$ cat config.mk
export PLATFORM = sky130hd
export DESIGN_NAME = quoted_field_tokenizer_core
export DESIGN_NICKNAME = d
export VERILOG_FILES = /design/src/hw/rtl/qft_pkg.sv /design/src/hw/rtl/qft_front.sv /design/src/hw/rtl/qft_queue.sv /design/src/hw/rtl/qft_back.sv /design/src/hw/rtl/quoted_field_tokenizer_core.sv
export SDC_FILE = /design/constraint.sdc
export NUM_CORES = 1
export LEC_CHECK = 0
export ABC_AREA = 1
export BUFFER_PORTS_ARGS = -buffer_cell sky130_fd_sc_hd__buf_4
export CELL_PAD_IN_SITES_DETAIL_PLACEMENT = 0
export CELL_PAD_IN_SITES_GLOBAL_PLACEMENT = 2
export CORE_MARGIN = 10
export CORE_UTILIZATION = 30
export CTS_CLUSTER_DIAMETER = 60
export DETAILED_ROUTE_END_ITERATION = 12
export GPL_TIMING_DRIVEN = 0
export PLACE_DENSITY = 0.76
export SYNTH_ARGS = -nofsm -noshare
export SYNTH_HDL_FRONTEND = slang
export SYNTH_SLANG_ARGS = --single-unit
$ cat constraint.sdc
create_clock -name clk -period 3.59 [get_ports clk]
set_clock_uncertainty 0.15 [all_clocks]
set_input_delay 0.1795 -clock clk [delete_from_list [all_inputs] [get_ports clk]]
set_output_delay 0.1795 -clock clk [all_outputs]
set_load 0.05 [all_outputs]
$ cat src/hw/rtl/qft_pkg.sv
`timescale 1ns / 1ps
// ----------------------------------------------------------------------------
// qft_pkg
// Shared types and constants for the quoted field tokenizer.
// ----------------------------------------------------------------------------
package qft_pkg;

  // character codes
  localparam logic [7:0] CHAR_NUL   = 8'h00;
  localparam logic [7:0] CHAR_TAB   = 8'h09;
  localparam logic [7:0] CHAR_LF    = 8'h0A;
  localparam logic [7:0] CHAR_CR    = 8'h0D;
  localparam logic [7:0] CHAR_QUOTE = 8'h22;
  localparam logic [7:0] CHAR_COMMA = 8'h2C;

  // configuration register indexes
  localparam logic [7:0] REG_EXTRA_DELIM_A = 8'd0;
  localparam logic [7:0] REG_EXTRA_DELIM_B = 8'd1;

  // configuration reset values
  localparam logic [7:0] EXTRA_DELIM_A_RESET = 8'd9;
  localparam logic [7:0] EXTRA_DELIM_B_RESET = 8'd10;

  // result kinds
  localparam logic KIND_CHAR = 1'b0;
  localparam logic KIND_END  = 1'b1;

  // scanner state
  typedef enum logic [2:0] {
    MODE_START = 3'd0,
    MODE_UNQ   = 3'd1,
    MODE_QUO   = 3'd2,
    MODE_QSEEN = 3'd3,
    MODE_CR    = 3'd4
  } mode_t;

  // results caused by one byte: count, kind per slot, the one character
  typedef struct packed {
    logic [1:0] cnt;
    logic [2:0] kinds;
    logic [7:0] ch;
  } tok_entry_t;

endpackage

$ cat src/hw/rtl/qft_front.sv
`timescale 1ns / 1ps
// ----------------------------------------------------------------------------
// qft_front
// Classifies each input byte, updates the scanner state and builds the
// group of results that the byte causes.
// ----------------------------------------------------------------------------
module qft_front (
  input  logic                clk,
  input  logic                rst,
  input  logic                cfg_we,
  input  logic [7:0]          cfg_index,
  input  logic [7:0]          cfg_data,
  input  logic                accept,
  input  logic [7:0]          in_byte,
  input  logic                record_last,
  output logic                push,
  output qft_pkg::tok_entry_t push_data
);

  logic [7:0]    extra_delim_a;
  logic [7:0]    extra_delim_b;
  qft_pkg::mode_t scan_mode, scan_mode_next;
  logic          field_open, field_open_next;
  logic          dropping, dropping_next;
  logic          is_delim;
  logic          is_quote;
  logic          is_break;
  qft_pkg::tok_entry_t entry;

  // configuration registers
  always_ff @(posedge clk) begin
    if (rst) begin
      extra_delim_a <= qft_pkg::EXTRA_DELIM_A_RESET;
      extra_delim_b <= qft_pkg::EXTRA_DELIM_B_RESET;
    end else if (cfg_we) begin
      if (cfg_index == qft_pkg::REG_EXTRA_DELIM_A) begin
        extra_delim_a <= cfg_data;
      end else if (cfg_index == qft_pkg::REG_EXTRA_DELIM_B) begin
        extra_delim_b <= cfg_data;
      end
    end
  end

  // byte classes
  always_comb begin
    is_delim = (in_byte inside {qft_pkg::CHAR_COMMA, qft_pkg::CHAR_TAB})
            || ((extra_delim_a != qft_pkg::CHAR_NUL) && (in_byte == extra_delim_a))
            || ((extra_delim_b != qft_pkg::CHAR_NUL) && (in_byte == extra_delim_b));
    is_quote = (in_byte == qft_pkg::CHAR_QUOTE);
    is_break = is_delim || (in_byte inside {qft_pkg::CHAR_CR, qft_pkg::CHAR_LF});
  end

  // next state
  always_comb begin
    logic start_req;
    logic unq_req;
    start_req       = 1'b0;
    unq_req         = 1'b0;
    scan_mode_next  = scan_mode;
    field_open_next = field_open;
    dropping_next   = dropping;
    if (dropping) begin
      if (record_last) begin
        dropping_next   = 1'b0;
        scan_mode_next  = qft_pkg::MODE_START;
        field_open_next = 1'b0;
      end
    end else if (in_byte == qft_pkg::CHAR_NUL) begin
      field_open_next = 1'b0;
      scan_mode_next  = qft_pkg::MODE_START;
      dropping_next   = !record_last;
    end else begin
      case (scan_mode)
        qft_pkg::MODE_QSEEN: begin
          if (is_quote) begin
            scan_mode_next = qft_pkg::MODE_QUO;
          end else begin
            field_open_next = 1'b0;
            scan_mode_next  = qft_pkg::MODE_START;
            start_req       = !is_delim;
          end
        end
        qft_pkg::MODE_CR: begin
          scan_mode_next = qft_pkg::MODE_START;
          start_req      = (in_byte != qft_pkg::CHAR_LF);
        end
        qft_pkg::MODE_QUO: begin
          if (is_quote) begin
            scan_mode_next = qft_pkg::MODE_QSEEN;
          end
        end
        qft_pkg::MODE_UNQ: begin
          unq_req = 1'b1;
        end
        default: begin
          scan_mode_next  = qft_pkg::MODE_START;
          field_open_next = 1'b0;
          start_req       = 1'b1;
        end
      endcase
      // start of a new field
      if (start_req) begin
        field_open_next = 1'b1;
        if (is_quote) begin
          scan_mode_next = qft_pkg::MODE_QUO;
        end else begin
          unq_req = 1'b1;
        end
      end
      // byte inside an unquoted field
      if (unq_req) begin
        if (is_break) begin
          field_open_next = 1'b0;
          scan_mode_next  = (!is_delim && (in_byte == qft_pkg::CHAR_CR)) ?
                            qft_pkg::MODE_CR : qft_pkg::MODE_START;
        end else begin
          scan_mode_next = qft_pkg::MODE_UNQ;
        end
      end
      // record end closes everything
      if (record_last) begin
        field_open_next = 1'b0;
        scan_mode_next  = qft_pkg::MODE_START;
      end
    end
  end

  // results of this byte
  always_comb begin
    logic start_req;
    logic unq_req;
    logic opn;
    start_req   = 1'b0;
    unq_req     = 1'b0;
    opn         = field_open;
    entry       = '0;
    entry.ch    = in_byte;
    if (!dropping) begin
      if (in_byte == qft_pkg::CHAR_NUL) begin
        if (opn) begin
          entry.kinds[entry.cnt] = qft_pkg::KIND_END;
          entry.cnt              = entry.cnt + 2'd1;
        end
      end else begin
        case (scan_mode)
          qft_pkg::MODE_QSEEN: begin
            if (is_quote) begin
              entry.cnt = entry.cnt + 2'd1;
            end else begin
              entry.kinds[entry.cnt] = qft_pkg::KIND_END;
              entry.cnt              = entry.cnt + 2'd1;
              opn                    = 1'b0;
              start_req              = !is_delim;
            end
          end
          qft_pkg::MODE_CR: begin
            start_req = (in_byte != qft_pkg::CHAR_LF);
          end
          qft_pkg::MODE_QUO: begin
            if (!is_quote) begin
              entry.cnt = entry.cnt + 2'd1;
            end
          end
          qft_pkg::MODE_UNQ: begin
            unq_req = 1'b1;
          end
          default: begin
            opn       = 1'b0;
            start_req = 1'b1;
          end
        endcase
        // start of a new field
        if (start_req) begin
          opn = 1'b1;
          if (!is_quote) begin
            unq_req = 1'b1;
          end
        end
        // byte inside an unquoted field
        if (unq_req) begin
          if (is_break) begin
            entry.kinds[entry.cnt] = qft_pkg::KIND_END;
            opn                    = 1'b0;
          end
          entry.cnt = entry.cnt + 2'd1;
        end
        // record end closes an open field
        if (record_last && opn) begin
          entry.kinds[entry.cnt] = qft_pkg::KIND_END;
          entry.cnt              = entry.cnt + 2'd1;
        end
      end
    end
  end

  // scanner state registers
  always_ff @(posedge clk) begin
    if (rst) begin
      scan_mode  <= qft_pkg::MODE_START;
      field_open <= 1'b0;
      dropping   <= 1'b0;
    end else if (accept) begin
      scan_mode  <= scan_mode_next;
      field_open <= field_open_next;
      dropping   <= dropping_next;
    end
  end

  assign push      = accept && (entry.cnt != 2'd0);
  assign push_data = entry;

endmodule

$ cat src/hw/rtl/qft_queue.sv
`timescale 1ns / 1ps
// ----------------------------------------------------------------------------
// qft_queue
// Small queue of result groups between the front and the back.
// ----------------------------------------------------------------------------
module qft_queue #(
  parameter int DEPTH = 4
) (
  input  logic                clk,
  input  logic                rst,
  input  logic                push,
  input  qft_pkg::tok_entry_t push_data,
  output logic                full,
  input  logic                pop,
  output qft_pkg::tok_entry_t pop_data,
  output logic                empty
);

  localparam int AW = (DEPTH > 1) ? $clog2(DEPTH) : 1;
  localparam int CW = $clog2(DEPTH + 1);

  qft_pkg::tok_entry_t slots [DEPTH];
  logic [AW-1:0] wr_ptr;
  logic [AW-1:0] rd_ptr;
  logic [CW-1:0] count;

  // storage
  always_ff @(posedge clk) begin
    if (push) begin
      slots[wr_ptr] <= push_data;
    end
  end

  // pointers and fill level
  always_ff @(posedge clk) begin
    if (rst) begin
      wr_ptr <= '0;
      rd_ptr <= '0;
      count  <= '0;
    end else begin
      if (push) begin
        wr_ptr <= (wr_ptr == AW'(DEPTH - 1)) ? '0 : wr_ptr + AW'(1);
      end
      if (pop) begin
        rd_ptr <= (rd_ptr == AW'(DEPTH - 1)) ? '0 : rd_ptr + AW'(1);
      end
      if (push && !pop) begin
        count <= count + CW'(1);
      end else if (pop && !push) begin
        count <= count - CW'(1);
      end
    end
  end

  assign full     = (count == CW'(DEPTH));
  assign empty    = (count == '0);
  assign pop_data = slots[rd_ptr];

endmodule

$ cat src/hw/rtl/qft_back.sv
`timescale 1ns / 1ps
// ----------------------------------------------------------------------------
// qft_back
// Takes result groups from the queue and hands out one result per transfer.
// ----------------------------------------------------------------------------
module qft_back (
  input  logic                clk,
  input  logic                rst,
  input  logic                empty,
  input  qft_pkg::tok_entry_t pop_data,
  output logic                pop,
  output logic                out_valid,
  input  logic                out_ready,
  output logic                kind,
  output logic [7:0]          out_char,
  output logic                run_last
);

  qft_pkg::tok_entry_t cur;
  logic                cur_valid;
  logic [1:0]          slot;
  logic                last_slot;
  logic                xfer;

  assign last_slot = (slot == (cur.cnt - 2'd1));
  assign xfer      = cur_valid && out_ready;
  assign pop       = !empty && (!cur_valid || (xfer && last_slot));

  // current group and slot
  always_ff @(posedge clk) begin
    if (pop) begin
      cur <= pop_data;
    end
  end

  always_ff @(posedge clk) begin
    if (rst) begin
      cur_valid <= 1'b0;
      slot      <= '0;
    end else if (pop) begin
      cur_valid <= 1'b1;
      slot      <= '0;
    end else if (xfer) begin
      if (last_slot) begin
        cur_valid <= 1'b0;
      end else begin
        slot <= slot + 2'd1;
      end
    end
  end

  // result fields
  assign out_valid = cur_valid;
  assign kind      = cur.kinds[slot];
  assign out_char  = (cur.kinds[slot] == qft_pkg::KIND_END) ? qft_pkg::CHAR_NUL : cur.ch;
  assign run_last  = last_slot;

endmodule

$ cat src/hw/rtl/quoted_field_tokenizer_core.sv
`timescale 1ns / 1ps
// ----------------------------------------------------------------------------
// quoted_field_tokenizer_core
// Splits a byte stream of text records into field characters and field ends.
// ----------------------------------------------------------------------------
// Usage:
//   in channel  : in_valid/in_ready with in_byte and record_last, one byte
//                 per transfer.
//   out channel : out_valid/out_ready with kind, out_char and run_last; each
//                 byte gives zero to three results, run_last marks its last.
//   cfg channel : cfg_valid/cfg_ready with cfg_index and cfg_data; index 0
//                 and 1 set the two extra delimiter bytes. Always ready.
//   A byte's result group is written into the queue at its input transfer,
//   then loaded into the back's current group, from which it is offered.
//   Throughput: one byte per cycle while the queue is not full; the output
//   side moves one result per cycle while out_ready is high, so bytes with
//   two or three results lag and a queue of DEPTH result groups absorbs it.
//   Reset: scanner state returns to field start, delimiters to 9 and 10,
//   queue and output empty.
//   When the receiver stalls, the current result holds and the queue fills;
//   in_ready drops only when the queue is full.
// ----------------------------------------------------------------------------
module quoted_field_tokenizer_core #(
  parameter int DEPTH = 4
) (
  input  logic       clk,
  input  logic       rst,
  input  logic       cfg_valid,
  output logic       cfg_ready,
  input  logic [7:0] cfg_index,
  input  logic [7:0] cfg_data,
  input  logic       in_valid,
  output logic       in_ready,
  input  logic [7:0] in_byte,
  input  logic       record_last,
  output logic       out_valid,
  input  logic       out_ready,
  output logic       kind,
  output logic [7:0] out_char,
  output logic       run_last
);

  logic                push;
  qft_pkg::tok_entry_t push_data;
  logic                full;
  logic                pop;
  qft_pkg::tok_entry_t pop_data;
  logic                empty;

  assign cfg_ready = 1'b1;
  assign in_ready  = !full;

  // byte classification and scanner
  qft_front u_front (
    .clk         (clk),
    .rst         (rst),
    .cfg_we      (cfg_valid && cfg_ready),
    .cfg_index   (cfg_index),
    .cfg_data    (cfg_data),
    .accept      (in_valid && in_ready),
    .in_byte     (in_byte),
    .record_last (record_last),
    .push        (push),
    .push_data   (push_data)
  );

  // decoupling queue
  qft_queue #(
    .DEPTH (DEPTH)
  ) u_queue (
    .clk       (clk),
    .rst       (rst),
    .push      (push),
    .push_data (push_data),
    .full      (full),
    .pop       (pop),
    .pop_data  (pop_data),
    .empty     (empty)
  );

  // result serializer
  qft_back u_back (
    .clk       (clk),
    .rst       (rst),
    .empty     (empty),
    .pop_data  (pop_data),
    .pop       (pop),
    .out_valid (out_valid),
    .out_ready (out_ready),
    .kind      (kind),
    .out_char  (out_char),
    .run_last  (run_last)
  );

endmodule

==> results of run 1 <==
cells by family after synthesis:
| logic type | count (synthesis) | share of synthesized area |
|---|---|---|
| AO/OA/AOI/OAI | 99 | 0.120 |
| XOR/XNOR | 5 | 0.00981 |
| adder cells (fa/ha/maj) | 9 | 0.0269 |
| buffers and inverters | 85 | 0.0731 |
| flip-flops | 96 | 0.576 |
| other | 1 | 0.000840 |
| AND/OR/NAND/NOR | 199 | 0.194 |
worst register-to-register path: cells and delay by family, from the launching register on:
kind | cells | cell delay [ps]
AND/OR/NAND/NOR | 19 | 1650
adder cells (fa/ha/maj) | 3 | 680
AO/OA/AOI/OAI | 2 | 200
buffers and inverters | 4 | 250
flip-flops | 1 | 330
repair_timing:
| item | 4_1_cts | 5_1_grt |
|---|---|---|
| pin swaps | 2 | 14 |
| resized for setup | 5 | 22 |
| endpoints found under the setup margin | 53 | 54 |
| hold buffers | 17 | 0 |
| endpoints found under the hold margin | 49 | 0 |
| buffers inserted | 4 | 12 |
worst max-delay path by stage:
stage,endpoint,slack (ps),cells past startpoint
final,u_queue.count[2]$_SDFFE_PP0P_,250,28
after global routing,u_queue.count[2]$_SDFFE_PP0P_,-30,28
after CTS,u_queue.slots[1][0]$_DFFE_PP_,-200,19
after global placement,u_queue.slots[3][9]$_DFFE_PP_,-300,20
after floorplan,u_queue.count[1]$_SDFFE_PP0P_,380,14
after detailed placement,u_queue.slots[3][10]$_DFFE_PP_,-320,20
layer usage:
layer,vias to the layer above,part of all wire,global-route usage
met5,-,0,0
met2,75,0.49,0.184
met1,1618,0.45,0.128
met4,0,0.0066,0.0269
met3,6,0.055,0.0334
li1,1825,-,-
synthesized netlist by cell type:
cell       count
nand2_1       81
nor2_1        69
inv_1         68
edfxtp_1      65
o21ai_0       54
dfxtp_1       31
a21oi_1       23
nand3_1       17
o22ai_1       13
clkbuf_1      11
ha_1           8
nor3_1         7
nand4_1        6
xnor2_1        5
nor2_2         4
nor4_1         4
inv_2          3
nand2_2        3
nand3_2        3
a31oi_1        2
buf_4          2
nor3_2         2
o211ai_1       2
o21ai_1        2
a2111oi_0      1
a21oi_2        1
a22oi_2        1
clkinv_1       1
conb_1         1
fa_1           1
nand2_4        1
or2_0          1
or4_1          1
flip-flops by register name (all words and copies together), names as in the netlist:
name,flops
u_back.cur,13
u_queue.count,3
u_queue.slots,52
u_front.extra_delim_a,8
u_front.extra_delim_b,8
u_front.dropping,1
u_back.out_valid,1
u_queue.rd_ptr,2
u_front.scan_mode,3
u_back.slot,2
u_queue.wr_ptr,2
u_front.field_open,1
final cells by class:
type                    count  area, µm²
clock inverters             7       76.3
fillers                  1464       8870
flip-flops and latches     96       2570
well taps                 184        230
inverters                  72        273
plain buffers              13       56.3
multi-input cells         313       1640
clock buffers               9        225
repair buffers             73        591
through the flow:
stage	setup TNS (ps)	util
finish	0	0.390
detailed placement	-15610	0.344
global route	-28.1	0.390
CTS	-7360	0.379
global placement	-14200	0.344
floorplan	0	-
where the power goes:
group,switching [mW],internal (mW),total [mW]
logic,0.917,0.412,1.33
registers,0.0647,1.43,1.49
clock network,0.422,0.548,0.970
total,1.40,2.39,3.79
==> summary.txt, run 1 <==
Synth
  • Synth top area cells: edfxtp_1 (44%), dfxtp_1 (14%), nand2_1 (6.8%), o21ai_0 (6.1%), nor2_1 (5.8%)
  • Synth top area share: 0.437
  • Synthesized area: between 4000 and 5000 µm²
  • YS warnings: 0
  • Yosys cell types: 33
  • Synthesized flop and latch total: 96
  • Synthesized area per cell: about 9.0 µm²
  • Synth area leader: edfxtp_1
  • Post-synthesis sequential area ratio: 0.576
  • Syn Inst Count: about 490
  • Syn Nets: 533

Floorplan
  • I/O pin count: 43
  • Die area: ~20000 µm²
  • Core ar.: roughly 15000 µm²
  • Die X: 142 µm
  • Die Ht: approximately 140 µm
  • Row count: between 40 and 50
  • Initial Util: 0.307

Setup path
  • CP delay by family, top: simple AND/OR/NAND/NOR gates
  • CP max stage delay: approximately 330 ps
  • Crit-path max FO: 4
  • Reg2Reg Setup Slack: between 200 and 300 ps
  • Worst path required time: roughly 3700 ps
  • Worst setup SP type: register
  • Critical path capture point type: register
  • Worst Reg2Reg Path Length in Cells: 28
  • R2r startpoint: u_front.extra_delim_a[5]$_SDFFE_PP0P_
  • Critical path type: register to register
  • Max stage delay cell, worst path: dfxtp_1
  • Worst Path Buf+Inv: 4
  • R2r endpoint: u_queue.count[2]$_SDFFE_PP0P_
  • Crit path launch: u_front.extra_delim_a[5]$_SDFFE_PP0P_
  • CP most frequent cell: nand2_1
  • WP data arrival: ~3500 ps

Global routing
  • Largest net degree at the start of global routing: 18
  • GR Overflow Total: 0
  • First-pass GRT wire length: 17300 µm
  • Vias in the first global route: 3529
  • GR Util All Layers: 0.107
  • Number of antenna violations at the first check in global routing: 0

Drt
  • TritonRoute pass-1 iters: 5
  • Via density: between 4 and 5
  • Remaining antenna violation count: 0
  • Final WL: around 11000 µm
  • DR vias: ~3500
  • Avg WL per Cell: ~14 µm
  • Drt first-iter violations: 199
  • DR DRC count: 0

STA
  • Setup violation total in the final timing report: 0
  • Slew Limit Fails: 0
  • Period utilization: 0.930
  • Hold_ws: about 26 ps
  • Least-Margin Pin Slew: about 690 ps
  • Max Clock Freq: about 300 MHz
  • Slew margin rel.: 0.536
  • Final min period: 3340 ps
  • Setup slack after layout: ~250 ps
  • Final Hold Viols: 0

Clocking
  • CTS Buf Count: 9
  • Root Buffer: clkbuf_16
  • Longest Clk Path Bufs: 2
  • Worst-skew pair later-pin latency: roughly 340 ps
  • H-tree levels: 3
  • CTS tree: done
  • CTS sink count: between 90 and 100
  • Clock-pin slew on the worst setup and hold paths: roughly 70 ps

Final layout
  • Share of cells above drive strength 1: 0.190
  • Nets: ~620
  • # diodes: 0
  • Leading cell type in the layout, fill and taps excluded: nand2_1
  • Post-Layout Cell Count: 767
  • Area growth syn-to-layout: 26.9%
  • Final Cell Area: roughly 5700 µm²
  • Most frequent cells in the layout: nand2_1 (80), edfxtp_1 (65), inv_1 (63), nor2_1 (61), buf_4 (58)

Worst hold path
  • Number of cells on the worst hold path: 3
  • Hold path start: out_ready
  • HP Class: primary input to register
  • Hold path endpoint: u_back.slot[0]$_SDFFE_PP0P_

Placement
  • Placed cell count: 718
  • Pre-CTS setup slack: -319 ps
  • DP HPWL: roughly 7800 µm
  • Placed Instance Area: about 5000 µm²
  • GPL Wtd Cong: between 0.7 and 0.8
  • I/O Buffers: 40

Pwr
  • Worst VDD drop: slightly below 400 µV
  • P per Cell Area: 669 nW/µm²
  • Final total power: about 3.8 mW
  • Leak: ~2.3 nW

Job
  • Max-Cap Viols: 0

Outcome
  • Status: finished, final reports clean
Note: power is estimated with default switching activity, not from simulation.
==> run 2: changes to the inputs <==
--- a/config.mk
+++ b/config.mk
@@ -8,6 +8,6 @@
 export ABC_AREA = 1
-export BUFFER_PORTS_ARGS = -buffer_cell sky130_fd_sc_hd__buf_4
+export BUFFER_PORTS_ARGS = -buffer_cell sky130_fd_sc_hd__buf_2
 export CELL_PAD_IN_SITES_DETAIL_PLACEMENT = 0
 export CELL_PAD_IN_SITES_GLOBAL_PLACEMENT = 2
-export CORE_MARGIN = 10
+export CORE_MARGIN = 3
 export CORE_UTILIZATION = 30
--- a/constraint.sdc
+++ b/constraint.sdc
@@ -4,2 +4,2 @@
 set_output_delay 0.1795 -clock clk [all_outputs]
-set_load 0.05 [all_outputs]
+set_load 0.01 [all_outputs]
==> summary.txt, run 2 (same netlist as run 1, synthesis figures left out) <==
Final layout
  • Top Registers: u_queue.slots: 52 flops, u_back.cur: 13 flops (unchanged)
  • Most frequent cells in the layout: nand2_1 (80), inv_1 (65), edfxtp_1 (65), nor2_1 (61), o21ai_0 (53) (was nand2_1 (80), edfxtp_1 (65), inv_1 (63), nor2_1 (61), buf_4 (58))
  • Filler instances: 1448 (was 1464)
  • Multi-input combinational cell area: 1630 µm² (was 1640 µm²)
  • Nets: 603 (was 617)
  • Leading cell type in the layout, fill and taps excluded: nand2_1 (unchanged)
  • Most flop-heavy register: u_queue.slots (unchanged)
  • Register Area: 2580 µm² (was 2570 µm²)
  • Post-Layout Cell Count: 749 (was 767)
  • Final core occ: 0.380 (was 0.390)
  • Area growth syn-to-layout: 20.9% (was 26.9%)
  • Share of cells above drive strength 1: 0.176 (was 0.190)
  • # diodes: 0 (unchanged)
  • Max FFs per register: 52 (unchanged)

Clocking
  • Longest Clk Path Bufs: 2 (unchanged)
  • Clock-pin slew on the worst setup and hold paths: 70 ps (about the same)
  • H-tree levels: 3 (unchanged)
  • Worst-skew pair later-pin latency: 340 ps (about the same)
  • Root Buffer: clkbuf_16 (unchanged)
  • CTS Buf Count: 9 (unchanged)
  • CTS sink count: 96 (unchanged)
  • CTS tree: done (unchanged)

STA
  • Setup violation total in the final timing report: 0 (unchanged)
  • Max Clock Freq: 300 MHz (about the same)
  • Setup TNS: 0 ps (unchanged)
  • RSZ-0062 raised after global routing: yes
  • Slew Limit Fails: 0 (unchanged)
  • Period utilization: 0.930 (about the same)
  • Least-Margin Pin Slew: 649 ps (was 689 ps)
  • Slew margin rel.: 0.563 (was 0.536)
  • Final min period: 3340 ps (about the same)
  • Final Hold Viols: 0 (unchanged)
  • Setup slack after layout: 252 ps (about the same)

Placement
  • Placed cell count: 714 (was 718)
  • Pre-CTS setup slack: -352 ps (was -319 ps)
  • I/O Buffers: 40 (unchanged)
  • DP HPWL: 7490 µm (was 7760 µm)
  • GPL Wtd Cong: 0.753 (was 0.781)

Floorplan
  • I/O pin count: 43 (unchanged)
  • Die X: 128 µm (was 142 µm)
  • Initial Util: 0.314 (was 0.307)
  • Die Ht: 128 µm (was 142 µm)
  • Core ar.: 14200 µm² (was 14500 µm²)
  • Die area: 16400 µm² (was 20200 µm²)
  • Row count: 43 (was 44)

Setup path
  • Worst Reg2Reg Path Length in Cells: 24 (was 28)
  • Critical path capture point type: register (unchanged)
  • CP most frequent cell: nand2_1 (unchanged)
  • CP delay by family, top: simple AND/OR/NAND/NOR gates (unchanged)
  • CP max stage delay: 430 ps (was 330 ps)
  • WP data arrival: 3420 ps (was 3460 ps)
  • Reg2Reg Setup Slack: 250 ps (about the same)
  • Critical path type: register to register (unchanged)
  • R2r endpoint: u_queue.count[1]$_SDFFE_PP0P_ (was u_queue.count[2]$_SDFFE_PP0P_)
  • Worst-path cell chain: inv_1, nand2_1, nand2_1, nor2_1, nand2_1, nor2_2, nand2_1, nand4_1, nand3_2, nand2_4, inv_2, ha_1, nand4_1, nand2_1, nand2_1, nand2_2, nand2_2, nand2_4, inv_2, ha_1, inv_2, fa_2, o21ai_1, a21oi_1
  • Worst path required time: 3670 ps (was 3710 ps)
  • Max stage delay cell, worst path: fa_2 (was dfxtp_1)
  • Crit-path max FO: 5 (was 4)
  • Worst Path Buf+Inv: 4 (unchanged)
  • R2r startpoint: u_front.extra_delim_a[5]$_SDFFE_PP0P_ (unchanged)
  • Worst setup SP type: register (unchanged)

Pwr
  • Worst VDD drop: 216 µV (was 386 µV)
  • Leak: 2.15 nW (was 2.26 nW)
  • P per Cell Area: 626 nW/µm² (was 669 nW/µm²)

Worst hold path
  • Hold path start: in_byte[5] (was out_ready)
  • Hold path endpoint: u_queue.slots[0][5]$_DFFE_PP_ (was u_back.slot[0]$_SDFFE_PP0P_)
  • HP Class: primary input to register (unchanged)
  • Number of cells on the worst hold path: 1 (was 3)

Job
  • Max-Cap Viols: 0 (unchanged)

Global routing
  • Vias in the first global route: 3424 (was 3529)
  • Number of antenna violations at the first check in global routing: 0 (unchanged)
  • GR Util All Layers: 0.134 (was 0.107)
  • GR Overflow Total: 0 (unchanged)
  • Largest net degree at the start of global routing: 17 (was 18)
  • First-pass GRT wire length: 16900 µm (was 17300 µm)

Drt
  • Remaining antenna violation count: 0 (unchanged)
  • Final WL: 10400 µm (was 10900 µm)
  • Avg WL per Cell: 13.9 µm (was 14.2 µm)
  • Via density: 4.59 (about the same)
  • DR DRC count: 0 (unchanged)
  • DR vias: 3436 (was 3524)
  • Drt first-iter violations: 154 (was 199)
  • TritonRoute pass-1 iters: 4 (was 5)

Outcome
  • Status: finished, final reports clean (unchanged)
## run 2: layout make-up
class / count / share of cell area
multi-input combinational: 313 / 0.301
sequential: 96 / 0.477
buffer: 13 / 0.0104
timing repair buffer: 59 / 0.0690
clock buffer: 11 / 0.0431
tap: 180 / 0.0417
inverter: 72 / 0.0500
clock inverter: 5 / 0.00718
## run 2: stage by stage
step	cell area, µm²	hold slack [ps]	total power [mW]
6_report	5400	8.30	3.38
5_1_grt	5400	13.0	3.62
4_1_cts	5310	1.02	3.38
3_5_place_dp	4890	268	2.46
3_3_place_gp	4890	272	2.44
2_1_floorplan	4470	128	2.12
## run 2: per-layer routing
metal  GRT usage  part of all wire  vias up
li1            -                 -     1797
met1       0.158              0.44     1552
met2       0.235              0.50       77
met3      0.0417             0.055       10
met4      0.0406            0.0094        0
met5           0                 0        -
## run 2: repair_timing
item / 4_1_cts / 5_1_grt
pin swaps: 2 / 9
hold endpoints to repair: 28 / 0
gates resized for setup: 7 / 18
endpoints found under the setup margin: 53 / 54
buffers inserted: 1 / 6
hold buffers: 12 / 0
## run 2: worst max path at each step
stage	slack (ps)	cells past startpoint	start	endpoint
after floorplan	450	25	u_front.scan_mode[1]$_SDFFE_PP0P_	u_queue.count[2]$_SDFFE_PP0P_
after global placement	-330	20	in_byte[5]	u_queue.slots[3][9]$_DFFE_PP_
after detailed placement	-350	20	in_byte[5]	u_queue.slots[0][10]$_DFFE_PP_
after CTS	2	27	u_front.extra_delim_a[5]$_SDFFE_PP0P_	u_queue.count[2]$_SDFFE_PP0P_
after global routing	-60	28	u_front.extra_delim_a[5]$_SDFFE_PP0P_	u_queue.count[2]$_SDFFE_PP0P_
final	250	24	u_front.extra_delim_a[5]$_SDFFE_PP0P_	u_queue.count[1]$_SDFFE_PP0P_
## run 2: report_power, final
| part | total, mW | internal (mW) | switching [mW] | leakage [nW] |
|---|---|---|---|---|
| logic | 0.993 | 0.326 | 0.667 | 1.17 |
| registers | 1.49 | 1.43 | 0.0679 | 0.853 |
| clock network | 0.893 | 0.477 | 0.415 | 0.135 |
| total | 3.38 | 2.23 | 1.15 | 2.15 |
==> run 3: changes to the inputs <==
Settings changed: CAP_MARGIN set to 20, REMOVE_ABC_BUFFERS set to 1.
==> summary.txt, run 3 (same netlist as run 1, synthesis figures left out) <==
Final layout
  • Nets: 595 (was 603)
  • Leading cell type in the layout, fill and taps excluded: nand2_1 (unchanged)
  • Post-Layout Cell Count: 741 (was 749)
  • Area growth syn-to-layout: 21.4% (was 20.9%)
  • Final core occ: 0.382 (was 0.380)
  • Share of cells above drive strength 1: 0.193 (was 0.176)
  • Max FFs per register: 52 (unchanged)
  • # diodes: 0 (unchanged)
  • Most frequent cells in the layout: nand2_1 (79), nor2_1 (65), edfxtp_1 (65), inv_1 (64), o21ai_0 (54) (was nand2_1 (80), inv_1 (65), edfxtp_1 (65), nor2_1 (61), o21ai_0 (53))
  • Most flop-heavy register: u_queue.slots (unchanged)
  • Top Registers: u_queue.slots: 52 flops, u_back.cur: 13 flops (unchanged)
  • Filler instances: 1435 (was 1448)

Global routing
  • GR Overflow Total: 0 (unchanged)
  • GR Util All Layers: 0.126 (was 0.134)
  • Vias in the first global route: 3307 (was 3424)
  • First-pass GRT wire length: 16000 µm (was 16900 µm)
  • Number of antenna violations at the first check in global routing: 0 (unchanged)
  • Largest net degree at the start of global routing: 30 (was 17)

STA
  • Final Hold Viols: 0 (unchanged)
  • Slew margin rel.: 0.335 (was 0.563)
  • Period utilization: 0.928 (was 0.930)
  • Least-Margin Pin Slew: 996 ps (was 649 ps)
  • Setup violation total in the final timing report: 0 (unchanged)
  • Slew Limit Fails: 0 (unchanged)
  • Final min period: 3330 ps (was 3340 ps)
  • Setup slack after layout: 259 ps (was 252 ps)
  • Max Clock Freq: 300 MHz (about the same)

Clocking
  • CTS Buf Count: 9 (unchanged)
  • Longest Clk Path Bufs: 2 (unchanged)
  • CTS sink count: 96 (unchanged)
  • Worst-skew pair later-pin latency: 340 ps (about the same)
  • CTS tree: done (unchanged)
  • Root Buffer: clkbuf_16 (unchanged)
  • Clock-pin slew on the worst setup and hold paths: 70 ps (about the same)
  • H-tree levels: 3 (unchanged)

Floorplan
  • Core ar.: 14200 µm² (unchanged)
  • Row count: 43 (unchanged)
  • Die Ht: 128 µm (unchanged)
  • Initial Util: 0.314 (unchanged)
  • I/O pin count: 43 (unchanged)
  • Die area: 16400 µm² (unchanged)
  • Die X: 128 µm (unchanged)

Pwr
  • Final total power: 3.42 mW (was 3.38 mW)
  • Leak: 2.17 nW (was 2.15 nW)
  • P per Cell Area: 632 nW/µm² (was 626 nW/µm²)
  • Worst VDD drop: 242 µV (was 216 µV)

Drt
  • Avg WL per Cell: 13.3 µm (was 13.9 µm)
  • Drt first-iter violations: 117 (was 154)
  • DR DRC count: 0 (unchanged)
  • Remaining antenna violation count: 0 (unchanged)
  • TritonRoute pass-1 iters: 4 (unchanged)
  • Via density: 4.61 (was 4.59)
  • DR vias: 3418 (was 3436)
  • Final WL: 9830 µm (was 10400 µm)

Placement
  • I/O Buffers: 41 (was 40)
  • DP HPWL: 6870 µm (was 7490 µm)
  • Placed cell count: 707 (was 714)
  • GPL Wtd Cong: 0.795 (was 0.753)
  • Pre-CTS setup slack: -125 ps (was -352 ps)

Setup path
  • Crit-path max FO: 9 (was 5)
  • Critical path capture point type: register (unchanged)
  • Worst path required time: 3480 ps (was 3670 ps)
  • Worst setup SP type: register (unchanged)
  • CP max stage delay: 380 ps (was 430 ps)
  • Max stage delay cell, worst path: nor2_1 (was fa_2)
  • Critical path type: register to register (unchanged)
  • CP most frequent cell: nand2_1 (unchanged)
  • WP data arrival: 3230 ps (was 3420 ps)
  • Worst-path cell chain: inv_1, nand2_1, nand2_1, nor2_1, nand2_1, nor2_2, nand2_1, nand4_1, nand2_1, nand2_2, nand2_4, inv_4, ha_4, nand4_1, nand2_1, nand2_1, nand2_2, nand2_2, nand2_4, buf_4, nor2_1, buf_4 (was inv_1, nand2_1, nand2_1, nor2_1, nand2_1, nor2_2, nand2_1, nand4_1, nand3_2, nand2_4, inv_2, ha_1, nand4_1, nand2_1, nand2_1, nand2_2, nand2_2, nand2_4, inv_2, ha_1, inv_2, fa_2, o21ai_1, a21oi_1)

Worst hold path
  • HP Class: primary input to register (unchanged)

Job
  • Max-Cap Viols: 0 (unchanged)

Outcome
  • Status: finished, final reports clean (unchanged)
## run 3: cell count changes in the layout (fill, tap and decap cells not counted), sizes merged
| cell | before | now |
|---|---|---|
| bufinv | 0 | 1 |
| clkinv | 2 | 3 |
| inv | 75 | 74 |
| buf | 49 | 52 |
| clkinvlp | 0 | 1 |
| clkbuf | 22 | 9 |
## run 3: per-stage QoR
step,hold WS [ps],instance area (µm²),setup TNS (ps)
2_1_floorplan,98.6,4410,0
3_3_place_gp,267,4840,-16430
3_5_place_dp,268,4880,-135
4_1_cts,12.5,5310,0
5_1_grt,20.7,5420,-90.3
6_report,25.7,5420,0
## run 3: layout make-up
cell class | instances | area, µm² | share of cell area
clock inverters | 7 | 86.3 | 0.0159
multi-input cells | 313 | 1620 | 0.300
flip-flops and latches | 96 | 2580 | 0.476
well taps | 180 | 225 | 0.0416
inverters | 72 | 273 | 0.0503
clock buffers | 9 | 225 | 0.0416
repair buffers | 64 | 408 | 0.0753
## run 3: worst paths after layout
path | cells past startpoint | from | slack [ps] | endpoint
max | 22 | u_front.extra_delim_a[5]$_SDFFE_PP0P_ | 260 | u_queue.slots[3][7]$_DFFE_PP_
min | 1 | in_byte[0] | 30 | u_queue.slots[3][0]$_DFFE_PP_
max reg2reg | 22 | u_front.extra_delim_a[5]$_SDFFE_PP0P_ | 260 | u_queue.slots[3][7]$_DFFE_PP_
min reg2reg | 2 | u_front.extra_delim_a[7]$_SDFFE_PP0P_ | 320 | u_front.extra_delim_a[7]$_SDFFE_PP0P_
## run 3: where the power goes
group	leakage [nW]	internal, mW	switching (mW)
clock	0.150	0.555	0.435
combinational	1.17	0.321	0.564
sequential	0.853	1.42	0.126
total	2.17	2.30	1.12
## run 3: worst max-delay path, delay by kind of cell, from the launching register on
kind	cells	cell delay (ps)
and+or+nand+nor	17	1820
buffers and inverters	4	560
DFF	1	320
adders and majority gates	1	190
## run 3: repair_timing
action / CTS / global route
gates resized for setup: 2 / 22
hold endpoints to repair: 27 / 0
pin swaps: 0 / 13
buffers inserted: 0 / 6
setup endpoints to repair: 1 / 38
hold buffers: 12 / 0
## run 3: per-layer routing
metal / up-vias / track usage / wire length [µm]
met1: 1580 / 0.156 / 4590
met5: - / 0 / 0
li1: 1774 / - / -
met4: 0 / 0.0343 / 137
met3: 10 / 0.0404 / 444
met2: 54 / 0.212 / 4650
